==> src/rtl/core/shq_pkg.sv <==
// ----------------------------------------------------------------------------
// shq_pkg
// Types and constants shared by the scan hit qualifier modules.
// ----------------------------------------------------------------------------
`default_nettype none

package shq_pkg;

    localparam int unsigned TIME_W  = 32;
    localparam int unsigned FREQ_W  = 27;
    localparam int unsigned QUOT_W  = 21;   // floor(2^27 / 100) fits in 21 bits
    localparam int unsigned REM_W   = 7;    // remainder modulo 100

    localparam logic [TIME_W-1:0] HOLD_MS   = 32'd500;
    localparam logic [TIME_W-1:0] SWITCH_MS = 32'd700;
    localparam logic [FREQ_W-1:0] BCAST_LO  = 27'd8800000;
    localparam logic [FREQ_W-1:0] BCAST_HI  = 27'd10800000;
    localparam logic [FREQ_W-1:0] LOCK_STEP = 27'd100;
    localparam logic [REM_W-1:0]  HALF_STEP = 7'd50;

    // floor(n / 25) = (n * RECIP_25) >> 30, exact for any 25-bit n
    localparam int unsigned       RECIP_W     = 26;
    localparam int unsigned       RECIP_SHIFT = 30;
    localparam logic [RECIP_W-1:0] RECIP_25   = 26'd42949673;

    typedef enum logic [2:0] {
        ACT_HELD    = 3'd0,
        ACT_SWITCH  = 3'd1,
        ACT_WAIT    = 3'd2,
        ACT_RESTART = 3'd3,
        ACT_CAND    = 3'd4,
        ACT_LOCK    = 3'd5
    } action_t;

    typedef struct packed {
        logic              lower_sel;
        logic [FREQ_W-1:0] candidate_freq;
        logic [TIME_W-1:0] last_switch_ms;
        logic              scan_active;
    } state_t;

    typedef struct packed {
        logic [TIME_W-1:0] now_ms;
        logic              listening;
        logic              activity_valid;
        logic [TIME_W-1:0] activity_time_ms;
        logic              result_ready;
        logic [FREQ_W-1:0] scan_freq;
        logic              freq_blocked;
        logic [QUOT_W-1:0] scan_quot;   // scan_freq / 100, taken at capture
    } item_t;

    typedef struct packed {
        action_t           action;
        logic              lower_band;
        logic [FREQ_W-1:0] tuned_freq;
    } result_t;

endpackage

`default_nettype wire

==> src/rtl/core/scan_hit_qualifier_core.sv <==
// ----------------------------------------------------------------------------
// scan_hit_qualifier_core
// Qualifies scanner hits per service tick and locks onto repeated hits.
// ----------------------------------------------------------------------------
// Path: an accepted request goes through the input register, then the result
//   register, which holds it while m_ready is low.
// Throughput: one request per cycle while m_ready holds no result back; the state
//   update sits in the single stage between the input and result registers.
// Reset: aresetn synchronous active low; clears both stage valids, band_bound,
//   and state to lower band, no candidate, last switch 0, scan not armed.
`default_nettype none

module scan_hit_qualifier_core (
    input  wire logic                        aclk,
    input  wire logic                        aresetn,

    // band_bound write port
    input  wire logic                        cfg_valid,
    output logic                             cfg_ready,
    input  wire logic [shq_pkg::FREQ_W-1:0]  cfg_wdata,

    // tick requests
    input  wire logic                        s_valid,
    output logic                             s_ready,
    input  wire logic [shq_pkg::TIME_W-1:0]  s_now_ms,
    input  wire logic                        s_listening,
    input  wire logic                        s_activity_valid,
    input  wire logic [shq_pkg::TIME_W-1:0]  s_activity_time_ms,
    input  wire logic                        s_result_ready,
    input  wire logic [shq_pkg::FREQ_W-1:0]  s_scan_freq,
    input  wire logic                        s_freq_blocked,

    // results
    output logic                             m_valid,
    input  wire logic                        m_ready,
    output logic [2:0]                       m_action,
    output logic                             m_lower_band,
    output logic [shq_pkg::FREQ_W-1:0]       m_tuned_freq
);

    localparam int unsigned PROD_W = (shq_pkg::FREQ_W - 2) + shq_pkg::RECIP_W;

    logic [shq_pkg::FREQ_W-1:0] band_bound_reg;

    logic                       in_valid_reg;
    shq_pkg::item_t             in_item_reg;
    shq_pkg::item_t             in_item_next;

    logic                       out_valid_reg;
    shq_pkg::result_t           out_res_reg;
    shq_pkg::result_t           step_res;

    shq_pkg::state_t            state_reg;
    shq_pkg::state_t            state_next;

    logic                       advance;
    logic                       s_accept;
    logic [PROD_W-1:0]          recip_prod;

    // The item in the input register commits its state update as it moves
    // into the result register, so the next item always sees current state.
    assign advance   = in_valid_reg && (!out_valid_reg || m_ready);
    assign s_ready   = !in_valid_reg || advance;
    assign s_accept  = s_valid && s_ready;
    assign cfg_ready = 1'b1;

    // f / 100 = (f >> 2) / 25 via reciprocal multiply, done at capture so the
    // stage only needs a shift-add and a subtract for the remainder.
    assign recip_prod = PROD_W'(s_scan_freq[shq_pkg::FREQ_W-1:2]) * PROD_W'(shq_pkg::RECIP_25);

    always_comb begin
        in_item_next.now_ms           = s_now_ms;
        in_item_next.listening        = s_listening;
        in_item_next.activity_valid   = s_activity_valid;
        in_item_next.activity_time_ms = s_activity_time_ms;
        in_item_next.result_ready     = s_result_ready;
        in_item_next.scan_freq        = s_scan_freq;
        in_item_next.freq_blocked     = s_freq_blocked;
        in_item_next.scan_quot        =
            recip_prod[shq_pkg::RECIP_SHIFT +: shq_pkg::QUOT_W];
    end

    shq_step u_step (
        .cur_state  (state_reg),
        .item       (in_item_reg),
        .band_bound (band_bound_reg),
        .nxt_state  (state_next),
        .result     (step_res)
    );

    // control and state
    always_ff @(posedge aclk) begin
        if (!aresetn) begin
            in_valid_reg             <= 1'b0;
            out_valid_reg            <= 1'b0;
            band_bound_reg           <= '0;
            state_reg.lower_sel      <= 1'b1;
            state_reg.candidate_freq <= '0;
            state_reg.last_switch_ms <= '0;
            state_reg.scan_active    <= 1'b0;
        end else begin
            if (cfg_valid && cfg_ready) begin
                band_bound_reg <= cfg_wdata;
            end
            if (s_accept) begin
                in_valid_reg <= 1'b1;
            end else if (advance) begin
                in_valid_reg <= 1'b0;
            end
            if (advance) begin
                out_valid_reg <= 1'b1;
                state_reg     <= state_next;
            end else if (m_ready) begin
                out_valid_reg <= 1'b0;
            end
        end
    end

    // payload
    always_ff @(posedge aclk) begin
        if (s_accept) begin
            in_item_reg <= in_item_next;
        end
        if (advance) begin
            out_res_reg <= step_res;
        end
    end

    assign m_valid      = out_valid_reg;
    assign m_action     = out_res_reg.action;
    assign m_lower_band = out_res_reg.lower_band;
    assign m_tuned_freq = out_res_reg.tuned_freq;

    // ------------------------------------------------------------------------
    // assertions
    // ------------------------------------------------------------------------
    a_tuned_only_on_lock: assert property (@(posedge aclk) disable iff (!aresetn)
        m_valid && (out_res_reg.action != shq_pkg::ACT_LOCK) |-> m_tuned_freq == '0)
        else $error("tuned frequency nonzero without lock");

    a_state_only_on_advance: assert property (@(posedge aclk) disable iff (!aresetn)
        !advance |=> $stable(state_reg))
        else $error("state changed without an item advancing");

    a_lock_disarms: assert property (@(posedge aclk) disable iff (!aresetn)
        advance && (step_res.action == shq_pkg::ACT_LOCK) |=> !state_reg.scan_active)
        else $error("scan still armed after lock");

    a_switch_arms: assert property (@(posedge aclk) disable iff (!aresetn)
        advance && (step_res.action == shq_pkg::ACT_SWITCH)
        |=> state_reg.scan_active && (state_reg.lower_sel != $past(state_reg.lower_sel)))
        else $error("band switch did not toggle band and arm scan");

    a_band_matches_state: assert property (@(posedge aclk) disable iff (!aresetn)
        advance |=> m_lower_band == state_reg.lower_sel)
        else $error("reported band differs from state");

endmodule

`default_nettype wire

==> src/rtl/core/shq_step.sv <==
// ----------------------------------------------------------------------------
// shq_step
// Per-tick decision logic: hold, band switch, wait, restart, qualify and lock.
// ----------------------------------------------------------------------------
`default_nettype none

module shq_step (
    input  wire shq_pkg::state_t             cur_state,
    input  wire shq_pkg::item_t              item,
    input  wire logic [shq_pkg::FREQ_W-1:0]  band_bound,
    output shq_pkg::state_t                  nxt_state,
    output shq_pkg::result_t                 result
);

    logic [shq_pkg::TIME_W-1:0] act_age;
    logic [shq_pkg::TIME_W-1:0] switch_age;
    logic                       hold;
    logic [shq_pkg::FREQ_W-1:0] freq;
    logic                       in_bcast;
    logic                       wrong_side;
    logic                       qualified;
    logic [shq_pkg::FREQ_W-1:0] cand_diff;
    logic [shq_pkg::FREQ_W-1:0] quot_x100;
    logic [shq_pkg::REM_W-1:0]  rem;
    logic [shq_pkg::FREQ_W-1:0] rounded;
    logic [shq_pkg::FREQ_W-1:0] rem_full;

    assign act_age    = item.now_ms - item.activity_time_ms;
    assign switch_age = item.now_ms - cur_state.last_switch_ms;
    assign hold       = item.listening || (item.activity_valid && (act_age < shq_pkg::HOLD_MS));

    // an unarmed scan ignores whatever the scanner reports
    assign freq       = cur_state.scan_active ? item.scan_freq : '0;
    assign in_bcast   = (freq >= shq_pkg::BCAST_LO) && (freq < shq_pkg::BCAST_HI);
    assign wrong_side = cur_state.lower_sel ? (freq >= band_bound) : (freq < band_bound);
    assign qualified  = (freq != '0) && !in_bcast && !wrong_side && !item.freq_blocked;

    assign cand_diff  = (freq > cur_state.candidate_freq) ? freq - cur_state.candidate_freq
                                                          : cur_state.candidate_freq - freq;

    // q*100 as shift-add: 64q + 32q + 4q
    assign quot_x100 = {item.scan_quot, 6'b0} + {1'b0, item.scan_quot, 5'b0}
                     + {4'b0, item.scan_quot, 2'b0};
    assign rem_full  = item.scan_freq - quot_x100;
    assign rem       = rem_full[shq_pkg::REM_W-1:0];
    assign rounded   = (rem > shq_pkg::HALF_STEP) ? quot_x100 + shq_pkg::LOCK_STEP : quot_x100;

    always_comb begin
        nxt_state         = cur_state;
        result.action     = shq_pkg::ACT_HELD;
        result.tuned_freq = '0;
        if (hold) begin
            result.action = shq_pkg::ACT_HELD;
        end else if (switch_age >= shq_pkg::SWITCH_MS) begin
            nxt_state.lower_sel      = !cur_state.lower_sel;
            nxt_state.scan_active    = 1'b1;
            nxt_state.last_switch_ms = item.now_ms;
            result.action            = shq_pkg::ACT_SWITCH;
        end else if (cur_state.scan_active && !item.result_ready) begin
            result.action = shq_pkg::ACT_WAIT;
        end else begin
            nxt_state.scan_active = 1'b1;
            result.action         = shq_pkg::ACT_RESTART;
            if (qualified) begin
                if (cand_diff < shq_pkg::LOCK_STEP) begin
                    // freq is the raw scan_freq here, so the rounding applies to it
                    result.tuned_freq     = rounded;
                    nxt_state.scan_active = 1'b0;
                    result.action         = shq_pkg::ACT_LOCK;
                end else begin
                    nxt_state.candidate_freq = freq;
                    result.action            = shq_pkg::ACT_CAND;
                end
            end
        end
        result.lower_band = nxt_state.lower_sel;
    end

endmodule

`default_nettype wire
==> config.mk <==
export PLATFORM = sky130hd
export DESIGN_NAME = scan_hit_qualifier_core
export DESIGN_NICKNAME = d
export VERILOG_FILES = /design/src/rtl/core/shq_pkg.sv /design/src/rtl/core/scan_hit_qualifier_core.sv /design/src/rtl/core/shq_step.sv
export SDC_FILE = /design/constraint.sdc
export NUM_CORES = 1
export LEC_CHECK = 0
export BUFFER_PORTS_ARGS = -buffer_cell sky130_fd_sc_hd__buf_2
export CELL_PAD_IN_SITES_DETAIL_PLACEMENT = 0
export CELL_PAD_IN_SITES_GLOBAL_PLACEMENT = 1
export CORE_MARGIN = 2
export CORE_UTILIZATION = 48
export DETAILED_ROUTE_END_ITERATION = 8
export HOLD_SLACK_MARGIN = 0.02
export MAX_ROUTING_LAYER = met4
export PLACE_DENSITY_LB_ADDON = 0.1
export RECOVER_POWER = 25
export SKIP_LAST_GASP = 1
export SLEW_MARGIN = 10
export SYNTH_ARGS = -nofsm -noshare
export SYNTH_HDL_FRONTEND = slang
export SYNTH_HIERARCHICAL = 1
export SYNTH_SLANG_ARGS = --single-unit
==> constraint.sdc <==
create_clock -name aclk -period 9.1 [get_ports aclk]
set_clock_uncertainty 0.15 [all_clocks]
set_input_delay 2.275 -clock aclk [delete_from_list [all_inputs] [get_ports aclk]]
set_output_delay 2.275 -clock aclk [all_outputs]
set_load 0.01 [all_outputs]
* Word level (Yosys, flattened, before mapping)
Index checks and enable logic that the tools add are counted.
** Word-level totals
- Register bits :: 237
- Output and inout port bits :: 34
** Cells by class
- Add/subtract/negate cells :: 8
- Multipliers :: 1
- Order comparisons :: 9
- Equal/unequal tests :: 1
- Multiplexer cells :: 23
- Bitwise gates (word level) :: 5
- Reduce and logical (&&, ||, !) cells :: 27
** Operators with widths (number)
- 2-to-1 mux 27 bit :: 7
- subtractor 32 bit :: 2
- 2-to-1 mux 61 bit :: 1
- subtractor 27 bit :: 2
- multiplier 25 x 26 -> 51 bit (second input constant) :: 1
- greater-or-equal comparator 32 x 10 -> 1 bit (second input constant) :: 1
- < comparator 32 x 9 -> 1 bit (second input constant) :: 1
- 2-to-1 mux 32 bit :: 1
- adder 27 x 23 -> 27 bit :: 1
- adder 27 x 26 -> 27 bit :: 1
- adder 27 x 7 -> 27 bit (second input constant) :: 1
- greater-or-equal comparator 27 x 24 -> 1 bit (second input constant) :: 1
- greater-or-equal comparator 27 bit :: 1
- greater-than comparator 27 bit :: 1
- < comparator 27 x 24 -> 1 bit (second input constant) :: 1
- < comparator 27 bit :: 1
- < comparator 27 x 7 -> 1 bit (second input constant) :: 1
- nonzero test 27 bit :: 1
- 2-to-1 mux 1 bit :: 12
- logical AND 1 bit :: 8
- greater-than comparator 7 x 6 -> 1 bit (second input constant) :: 1
- logical NOT 1 bit :: 7
- subtractor 7 bit :: 1
- AND reduction 3 bit :: 2
- 9 further kinds :: 17

* Longest topological paths before layout
- Depth in word-level cells :: 11
- Gate-level depth with buffers :: 26
- Gate-level depth less buffers :: 23

* By module
The synthesis kept the hierarchy.
** Modules (own cells, without submodules)
- scan_hit_qualifier_core :: instances 1, cells each 1613, area each 18300.1 µm²
- shq_step :: instances 1, cells each 1756, area each 11752.5 µm²

* Least setup slack after synthesis
No wires, ideal clock.
- Path kind :: in2reg
- Start point :: input port s_scan_freq[10] (netlist name)
- End point :: register in_item_reg[12] (netlist name) (data pin)
- Library setup time :: 260 ps
- Data arrival time :: 7913 ps
- Slack :: 777 ps
- Stages :: 21
- Path through :: inv_1 > fa_1 > inv_1 > fa_1 > inv_1 > fa_1 > inv_1 > fa_1 > fa_1 > fa_1 > inv_1 > fa_1 > inv_1 > ha_1 > a21oi_1 > nor4_1 > a211o_1 > or4_1 > o21ba_2 > a311oi_2 > xnor2_1
** On the way
- Word-level cells in the longest chain between the ends :: 1
** Ends and longest elaborated chain
- start: declaration :: RTL line scan_hit_qualifier_core.sv:30 : input wire logic [shq_pkg::FREQ_W-1:0] s_scan_freq,
- multiplier 25 x 26 -> 51 bit :: RTL line scan_hit_qualifier_core.sv:69 : assign recip_prod = PROD_W'(s_scan_freq[shq_pkg::FREQ_W-1:2]) * PROD_W'(shq_pkg::RECIP_25);
- via recip_prod[42] :: RTL line scan_hit_qualifier_core.sv:58 : logic [PROD_W-1:0] recip_prod;
- end signal: assignment :: RTL line scan_hit_qualifier_core.sv:122 : in_item_reg <= in_item_next;
- end: declaration :: RTL line scan_hit_qualifier_core.sv:46 : shq_pkg::item_t in_item_reg;
The timed path passes the listed nets, and every way through them passes these cells.
A chain may end at the register's enable or synchronous reset.

* Final worst setup path
- Start point :: input port s_scan_freq[7] (netlist name)
- End point :: register in_item_reg[12] (netlist name) (data pin)
Same word-level chain as after synthesis.

==> impl_metrics.yaml <==
layout:
  drive_gt1_share_pct: 7.72
  final_cell_mix: "537 x inv_1, 420 x ha_1, 337 x nand2_1"
  mostFrequentLayoutCell: "inv_1"
  area_growth_pct: 8.58
  largest_reg_flops: 116
  final_cells: 4335
  postLayoutCoreUtil_pct: 52.8
  fin_nets: 4253
sta:
  setup_viol: 0
  period_needed_ns: 8.57
  tightest_slew_ns: 3.65
  whs_ns: 0.326
  slew_viol_final: 91
  fin_crit_sh_pct: 94.2
  slew_headroom_pct: -143
  tns_ns: 0
  fmax_ghz: 0.117
  finalHoldViolCount: 0
  rsz0062_at_grt: "no"
logic_synthesis:
  seq_area_frac_synth_pct: 20.7
  synthFlopType: "edfxtp_1"
  synthDominantCellAreaShare_pct: 17.5
  synthDistinctLibCells: 98
  async_flop_share_pct: 0
  yosysWarnings: 6
  synth_seq_cells: 237
  synth_edf_count: 147
  synth_area_mm2: 0.0301
  synthCells: 3369
  synth_area_leader_cell: "ha_1"
  synth_area_per_cell_um2: 8.92
  synth_area_leaders: "ha_1 17%, fa_1 16%, edfxtp_1 15%"
routing:
  num_vias: 24600
  detail-route-antenna-nets: 0
  dr.pass1.iters: 6
  first_iter_violations: 1631
  vias_per_cell: 5.68
  wl_um: 88900
  drcViolationCount: 0
  wl_per_cell_um: 20.5
run_status:
  outcome: "finished with violations"
  violations: "max-capacitance violations, max-slew violations"
clock_network:
  path_clk_slew_ns: 0.06
  h-tree-depth: 2
  clk-insertion-delay-late_ns: 0.55
  cts_buffer_depth: 3
  cts.hold.buffers_added: 0
  cts_made_buffers: 34
  cts_setup_buffers: 0
  ctsRootBufferMaster: "clkbuf_16"
  cts_tree: "built"
  cts_resized: 0
  clkSinkCount: 237
setup_path:
  arrival_ns: 8.71
  reg2reg_from: "state_reg[0]"
  cpMaxStageDelayCell: "fa_1"
  path_buf_inv: 5
  max_stage_delay_ns: 0.59
  critPathKind: "in2reg"
  required_ns: 9.24
  worstSetupStartpointType: "primary input"
  critPathTopFamily: "adder cells"
  cpMostUsedCell: "fa_1"
  crit_fanout: 9
  startpoint: "s_scan_freq[7]"
  critPathCaptureType: "register"
  path_cells: "clkbuf_1, fa_1, fa_1, inv_1, fa_1, inv_1, fa_1, fa_1, fa_1, inv_1, fa_1, inv_1, ha_1, o21ai_0, a2111oi_0, a211o_1, or4_1, o21ba_2, a311oi_2, xnor2_1"
place:
  dpl.hpwl_um: 73600
  port_buffers: 159
  gp_congestion: 0.941
  placedCellCount: 4273
global_routing:
  grt_max_degree: 91
  grt_pass1_wl_um: 139000
  antenna_found_initial: 3
  track_usage_pct: 28.4
  globalRoute.totalOverflow: 0
  grt_pass1_vias: 24300
floorplan:
  coreArea_mm2: 0.0618
  rows: 91
  die-area_mm2: 0.0646
  ios: 161
  initial_core_util_pct: 48.6
  die_w_um: 254
  dieHeight_um: 254
flow_run:
  max_cap_viol_count: 1
worst_hold_path:
  hp-class: "reg2reg"
  min_from: "state_reg[23]"
[cells by family after synthesis]
kind of cell	count (synthesis)	share of synthesized area, %
other	2	0.0250
adders and majority gates	657	33.2
AOI/OAI and AO/OA	711	16.2
and+or+nand+nor	899	14.4
DFF	237	20.7
buffers and inverters	644	8.51
xor gates and xnor gates	107	3.12
muxes	112	3.88
[layer usage]
metal	wire, µm	up-vias	GRT usage [%]	share of wire, %
met3	3350	84	2.81	3.8
li1	-	11900	-	-
met5	0	-	-	0
met1	40900	12200	38.1	46
met2	43000	472	46.9	48
met4	1680	0	5.83	1.9
[synth_stat cells, drive strengths merged, types with 26 or more instances]
cell type / count
inv: 538
ha: 420
nand2: 337
fa: 234
a21oi: 190
nor2: 168
edfxtp: 147
o21ai: 117
dfxtp: 90
mux2i: 76
clkbuf: 67
a21boi: 65
nand3: 64
nor3: 64
xnor2: 56
a21o: 51
xor2: 51
nor2b: 46
nand4: 41
buf: 38
mux2: 36
a211oi: 33
o21a: 31
nand2b: 28
o211ai: 27
and3: 26
[stage by stage]
stage          worst slack, ns  area, µm²
2_1_floorplan            0.777      30100
3_3_place_gp             0.238      31500
3_5_place_dp             0.208      31500
4_1_cts                  0.789      32700
5_1_grt                  0.224      32600
6_report                 0.527      32600
[layout make-up]
cell class,count,area [µm²]
clock inverter,16,256
tap,837,1050
timing repair buffer,172,853
clock buffer,45,923
multi-input combinational,2489,21300
sequential,237,6220
inverter,538,2020
fill,5849,29200
antenna,1,2.50
[worst paths after layout]
| path | cells after the start | slack [ns] | end |
|---|---|---|---|
| setup / recovery | 20 | 0.53 | in_item_reg[12] |
| hold / removal | 2 | 0.33 | state_reg[23] |
| setup reg to reg | 15 | 2.13 | m_tuned_freq[25] |
| hold reg to reg | 2 | 0.33 | state_reg[23] |
[worst min-delay path, cell delays in order, from the launching register on]
cell,delay (ns)
dfxtp_1,0.31
nand2_1,0.05
a21boi_0,0.06
Power is left out: the tool's default activity adds up to more than one toggle a clock period on the data nets, which glitch-free logic cannot reach.
